`src/rtl/core/pcht_pkg.sv`:
```
// pcht_pkg: shared types and constants of the pair count hash table
// used by pcht_mod, pcht_ctrl, pcht_dpath and pair_count_hash_table
package pcht_pkg;

  // configuration register
  localparam int unsigned CFG_W = 11;
  localparam logic [CFG_W-1:0] CFG_RESET = 11'd1024;

  // hash multiplier on the first identifier
  localparam int unsigned HASH_MULT = 31;

  // result status codes
  typedef logic [1:0] status_t;
  localparam status_t STATUS_HIT  = 2'd0;
  localparam status_t STATUS_NEW  = 2'd1;
  localparam status_t STATUS_DROP = 2'd2;

  // commands from the controller to the datapath
  typedef struct packed {
    logic load;        // latch the pair, start the bucket modulo
    logic div_step;    // one remainder step
    logic head_rd;     // read the bucket head
    logic walk_start;  // start the chain walk from the head
    logic node_rd;     // read the node under the cursor
    logic advance;     // follow the link of the current node
    logic hit_wr;      // increment the matching node
    logic ins_wr;      // insert a new node at the chain head
    logic drop;        // pool full, flag the pair
    logic clr_step;    // clear one bucket head
    logic out_load;    // move the pending result to the output register
  } cmd_t;

  // status from the datapath to the controller
  typedef struct packed {
    logic div_last;
    logic clr_last;
    logic probe_ok;
    logic key_match;
    logic pool_full;
  } sts_t;

endpackage

```
`src/rtl/core/pcht_ctrl.sv`:
```
// pcht_ctrl: sequencer of the pair count hash table
// depends on pcht_pkg for the command and status structs
module pcht_ctrl import pcht_pkg::*; (
  input  logic clk,
  input  logic rst_n,
  input  logic in_valid,
  output logic in_stall,
  output logic out_valid,
  input  logic out_stall,
  input  sts_t sts,
  output cmd_t cmd
);

  typedef enum logic [3:0] {
    ST_CLEAR,
    ST_IDLE,
    ST_DIV,
    ST_HEAD,
    ST_HLOOK,
    ST_PROBE,
    ST_CMP,
    ST_MISS,
    ST_RESULT
  } state_t;

  state_t state_r, state_nxt;
  logic   out_valid_r, out_valid_nxt;

  // next state and commands
  always_comb begin
    state_nxt = state_r;
    cmd       = '0;
    case (state_r)
      ST_CLEAR: begin
        cmd.clr_step = 1'b1;
        if (sts.clr_last) state_nxt = ST_IDLE;
      end
      ST_IDLE: begin
        if (in_valid) begin
          cmd.load  = 1'b1;
          state_nxt = ST_DIV;
        end
      end
      ST_DIV: begin
        cmd.div_step = 1'b1;
        if (sts.div_last) state_nxt = ST_HEAD;
      end
      ST_HEAD: begin
        cmd.head_rd = 1'b1;
        state_nxt   = ST_HLOOK;
      end
      ST_HLOOK: begin
        cmd.walk_start = 1'b1;
        state_nxt      = ST_PROBE;
      end
      ST_PROBE: begin
        if (sts.probe_ok) begin
          cmd.node_rd = 1'b1;
          state_nxt   = ST_CMP;
        end else begin
          state_nxt = ST_MISS;
        end
      end
      ST_CMP: begin
        if (sts.key_match) begin
          cmd.hit_wr = 1'b1;
          state_nxt  = ST_RESULT;
        end else begin
          cmd.advance = 1'b1;
          state_nxt   = ST_PROBE;
        end
      end
      ST_MISS: begin
        if (sts.pool_full) begin
          cmd.drop = 1'b1;
        end else begin
          cmd.ins_wr = 1'b1;
        end
        state_nxt = ST_RESULT;
      end
      ST_RESULT: begin
        if (!out_valid_r || !out_stall) begin
          cmd.out_load = 1'b1;
          state_nxt    = ST_IDLE;
        end
      end
      default: state_nxt = ST_IDLE;
    endcase
  end

  // output valid follows loads and completed transactions
  always_comb begin
    if (cmd.out_load) begin
      out_valid_nxt = 1'b1;
    end else if (!out_stall) begin
      out_valid_nxt = 1'b0;
    end else begin
      out_valid_nxt = out_valid_r;
    end
  end

  // state and registered outputs
  always_ff @(posedge clk) begin
    if (!rst_n) begin
      state_r     <= ST_CLEAR;
      out_valid_r <= 1'b0;
    end else begin
      state_r     <= state_nxt;
      out_valid_r <= out_valid_nxt;
    end
  end

  assign in_stall  = (state_r != ST_IDLE);
  assign out_valid = out_valid_r;

endmodule

```
`config.mk`:
```
export PLATFORM = sky130hd
export DESIGN_NAME = pcht_ctrl
export DESIGN_NICKNAME = d
export VERILOG_FILES = /design/src/rtl/core/pcht_pkg.sv /design/src/rtl/core/pcht_ctrl.sv
export SDC_FILE = /design/constraint.sdc
export NUM_CORES = 1
export LEC_CHECK = 0
export BUFFER_PORTS_ARGS = -buffer_cell sky130_fd_sc_hd__buf_2
export CAP_MARGIN = 15
export CORE_AREA = 2 2 39 41
export DETAILED_ROUTE_END_ITERATION = 10
export DIE_AREA = 0 0 41 43
export SYNTH_ARGS = -nofsm -noshare
export SYNTH_HDL_FRONTEND = slang
export SYNTH_SLANG_ARGS = --single-unit
```
`constraint.sdc`:
```
create_clock -name clk -period 1.63 [get_ports clk]
set_clock_uncertainty 0.1 [all_clocks]
set_input_delay 0.2445 -clock clk [delete_from_list [all_inputs] [get_ports clk]]
set_output_delay 0.2445 -clock clk [all_outputs]
set_load 0.02 [all_outputs]
```
# Yosys cells after proc, flatten, opt, wreduce, memory -nomap -nowiden
# Cells that the tools add are included.
dict set report totals {
  ff_bits 5
  input_bits 9
  out_inout_bits 13
  elab_cells 46
}
dict set report op_classes {
  n_eq_ne 14
  n_mux 25
  n_reduce_logical 5
}
# cell count
set op_table {}
lappend op_table {{4-bit case mux with 9 select lines} 1}
lappend op_table {{4-bit 2-to-1 mux} 5}
lappend op_table {{1-bit 2-to-1 mux} 17}
lappend op_table {{4-bit by 3-bit == test with 1-bit output, second input constant} 4}
lappend op_table {{4-bit by 2-bit == test with 1-bit output, second input constant} 2}
lappend op_table {{2-bit != test, second input constant} 4}
lappend op_table {{4-bit by 1-bit == test with 1-bit output, second input constant} 1}
lappend op_table {{4-bit == test, second input constant} 1}
lappend op_table {{4-bit logical NOT} 1}
lappend op_table {{2-bit 2-to-1 mux} 2}
lappend op_table {{4-bit by 1-bit != test with 1-bit output, second input constant} 1}
lappend op_table {{4-bit AND reduction} 1}
lappend op_table {{1-bit logical NOT} 2}
lappend op_table {{2-bit by 1-bit != test with 1-bit output, second input constant} 1}
lappend op_table {{1-bit logical OR} 1}

# Logic depth before layout (Yosys ltp)
dict set report depth {
  depth_word 5
  depth_mapped 5
  depth_no_buf 4
}

# Worst setup path after synthesis
# No wires, ideal clock.
dict set report synth_timing {
  kind {flip-flop to output port}
  from {register state_r[0]}
  to {output port cmd[4] (netlist bit)}
  t_arrival_ns 1.230
  t_required_ns 1.285
  slack_ns 0.056
  stages_incl_launch_ff 4
  path_buffers 1
  path_cell_list {dfxtp_1 -> buf_4 -> or2b_2 -> nor3_1}
}
# item line_no
set synth_rtl {}
lappend synth_rtl {{from (decl)} pcht_ctrl.sv:26} ;# state_t state_r, state_nxt;
lappend synth_rtl {{from (signal assigned)} pcht_ctrl.sv:108} ;# state_r <= state_nxt;
lappend synth_rtl {{to (decl)} pcht_ctrl.sv:11} ;# output cmd_t cmd

==> impl_metrics.json <==
{
  "antenna_cells": 0,
  "path_class": "register to primary output",
  "clkSinkCount": 5,
  "violations": "setup timing",
  "core_area_um2": 1380,
  "synth_adder_area_share_pct": 0,
  "initialDrtViolationCount": 4,
  "cts_tree": "built",
  "dpl_cell_area_um2": 528,
  "p_clk_share_pct": 21.5,
  "power.switching_uw": 269,
  "synth_cells": 54,
  "final_area_um2": 639,
  "synth_compound_area_share_pct": 10.6,
  "row_count": 14,
  "vias": 473,
  "finalCritPeriodShare_pct": 104,
  "multi_input_area_um2": 308,
  "path_max_fanout": 4,
  "io_pins": 22,
  "synth_top_family_by_area": "simple AND/OR/NAND/NOR gates",
  "fillers": 140,
  "drive_gt1_share_pct": 58.0,
  "cts_made_buffers": 3,
  "swShare_pct": 40.6,
  "grt_pass1_wl_mm": 1.50,
  "seq_area_frac_synth_pct": 24.2,
  "h-tree-depth": 1,
  "status": "finished, violations left",
  "muxShareOfSynthArea_pct": 5.15,
  "syn2layout_area_growth_pct": 54.8,
  "syn_avg_cell_area_um2": 7.65,
  "portBuffers": 21,
  "clock.fmax_mhz": 590,
  "cts_hold_buf": 0,
  "finalWorstSetupSlack_ns": -0.0645,
  "ys_types": 26,
  "arrival_ns": 1.35,
  "clk_latency_ns": 0.24,
  "first_pass_iters": 2,
  "placed_cells": 91,
  "wl_per_cell_um": 10.5,
  "crit_chain": "or4b_4 > a21oi_2 > buf_4",
  "vdd_drop_max_mv": 0.434,
  "cp.required_ns": 1.29,
  "finish.utilization_pct": 46.2,
  "ant_nets": 0,
  "crit_path_start_kind": "register",
  "maxSlewHeadroom_pct": 79.5,
  "rsz0062_at_grt": "yes",
  "grt_max_degree": 13,
  "slowest_stage": "or4b_4",
  "clock_path_buffers": 2,
  "p_leak_nw": 0.294,
  "synth_area_um2": 413,
  "nNetsFinal": 91,
  "internal_power_uw": 394,
  "final_max_slew_viol_count": 0,
  "grt_overflow": 0,
  "post-route-drc-count": 0,
  "worst_slew_pin_slew_ns": 0.305,
  "layout_min_cycle_time_ns": 1.69,
  "hpwl_um": 782,
  "die-area_um2": 1760,
  "max_stage_delay_ns": 0.52,
  "wirelength_mm": 1.02,
  "antenna_found_initial": 0,
  "seq_area_um2": 101,
  "path_clk_slew_ns": 0.04,
  "cap_violations": 0,
  "die_y_um": 43,
  "chipWidth_um": 41,
  "yosysWarnings": 0,
  "syn_nets": 63,
  "initial_core_util_pct": 29.8,
  "setup_viol": 1,
  "root_buffer": "clkbuf_4",
  "grt.total_usage_pct": 12.8,
  "fin_cells": 97,
  "comb_power_share_pct": 54.9,
  "powerDensity_nw_per_um2": 1040,
  "synthXorXnorAreaFrac_pct": 0,
  "hold_viol_final": 0,
  "seqPwrFrac_pct": 23.6,
  "gp_congestion": 0.768,
  "worstSetupEndpointType": "primary output",
  "hold_class": "input port to register",
  "via_per_inst": 4.88,
  "synthSimpleGateAreaFrac_pct": 46.7,
  "ys_ff_latch": 5,
  "first_global_vias": 382
}
cell type report:
cell class | instances | area share [%]
Multi-Input combinational cell | 42 | 48.1
Timing Repair Buffer | 28 | 27.6
Sequential cell | 5 | 15.9
Clock buffer | 4 | 4.11
Tap cell | 16 | 3.13
Inverter | 2 | 1.17
routing by layer:
metal  wire (µm)  vias up  global-route usage, %
met5           0        -                      0
met4          16        0                   10.0
met3          85        2                   1.57
met2         464       22                   19.1
met1         457      208                   15.5
li1            -      241                      -
cell usage after synthesis:
cell / count / area (µm²)
mux2_1: 1 / 11.3
inv_1: 2 / 7.51
nor3_2: 1 / 10.0
nor4_2: 1 / 12.5
buf_6: 1 / 11.3
o21ai_0: 1 / 5.00
nand2_1: 5 / 18.8
mux2i_1: 1 / 10.0
nor4_1: 2 / 12.5
clkbuf_4: 1 / 7.51
buf_4: 2 / 15.0
dfxtp_1: 5 / 100
or2b_2: 1 / 8.76
a21boi_0: 1 / 7.51
and3_1: 1 / 6.26
and2b_2: 1 / 8.76
o21a_1: 1 / 7.51
a21oi_1: 3 / 15.0
o41ai_1: 1 / 8.76
nor2_4: 1 / 11.3
nand2b_1: 2 / 12.5
nor2_1: 8 / 30.0
nor3b_1: 1 / 7.51
or4b_4: 1 / 13.8
clkbuf_8: 1 / 13.8
nor3_1: 8 / 40.0
state kept, by name, indices dropped and copies added, names as in the netlist:
| register | flops |
|---|---|
| out_valid | 1 |
| state_r | 4 |
layout by cell type, fill, tap and decap left out, types with 2 or more instances in the layout:
master / n
nor3_1: 2
inv_1: 2
nand2_1: 5
buf_2: 15
buf_4: 12
nor3_2: 7
a21oi_1: 2
nor2_1: 8
nor4_2: 2
dfxtp_1: 4
clkbuf_4: 3
cell families after synthesis:
kind of cell / count (synthesis)
AND/OR/NAND/NOR: 33
AO/OA/AOI/OAI: 7
buffers and inverters: 7
flip-flops: 5
multiplexers: 2
worst max-delay path: cells and delay by family, from the launching register on:
| family | cells | cell delay (ns) |
|---|---|---|
| simple gates | 1 | 0.52 |
| flops | 1 | 0.33 |
| buf+inv | 1 | 0.14 |
| compound gates | 1 | 0.11 |
power groups by stage:
stage / logic (mW) / registers (mW) / clock network, mW
CTS: 0.355 / 0.155 / 0.149
detailed placement: 0.334 / 0.156 / 0
global placement: 0.332 / 0.155 / 0
floorplan: 0.253 / 0.153 / 0
global route: 0.396 / 0.160 / 0.158
finish: 0.364 / 0.156 / 0.142
worst paths after layout:
kind              startpoint          to  slack (ns)  cells past startpoint
setup reg to reg  state_r[1]  state_r[0]        0.11                      5
hold / removal         rst_n  state_r[3]        0.18                      2
hold reg to reg    out_valid   out_valid        0.49                      2
setup / recovery  state_r[1]      cmd[0]       -0.06                      3
per-stage QoR:
| stage | hold WS, ns | setup WS (ns) | total power, mW | setup TNS, ns |
|---|---|---|---|---|
| floorplan | 0.262 | 0.0557 | 0.406 | 0 |
| global placement | 0.428 | 0.140 | 0.487 | 0 |
| detailed placement | 0.434 | 0.129 | 0.490 | 0 |
| CTS | 0.177 | -0.0896 | 0.659 | -0.0896 |
| global route | 0.186 | -0.119 | 0.713 | -0.307 |
| finish | 0.181 | -0.0645 | 0.663 | -0.0645 |
repair_timing:
item                       in CTS  in global routing
setup buffers                   2                  0
resized for setup               9                 10
pin swaps                       1                  1
setup endpoints to repair       8                 10
No activity file was read; power rests on OpenSTA's default activity.
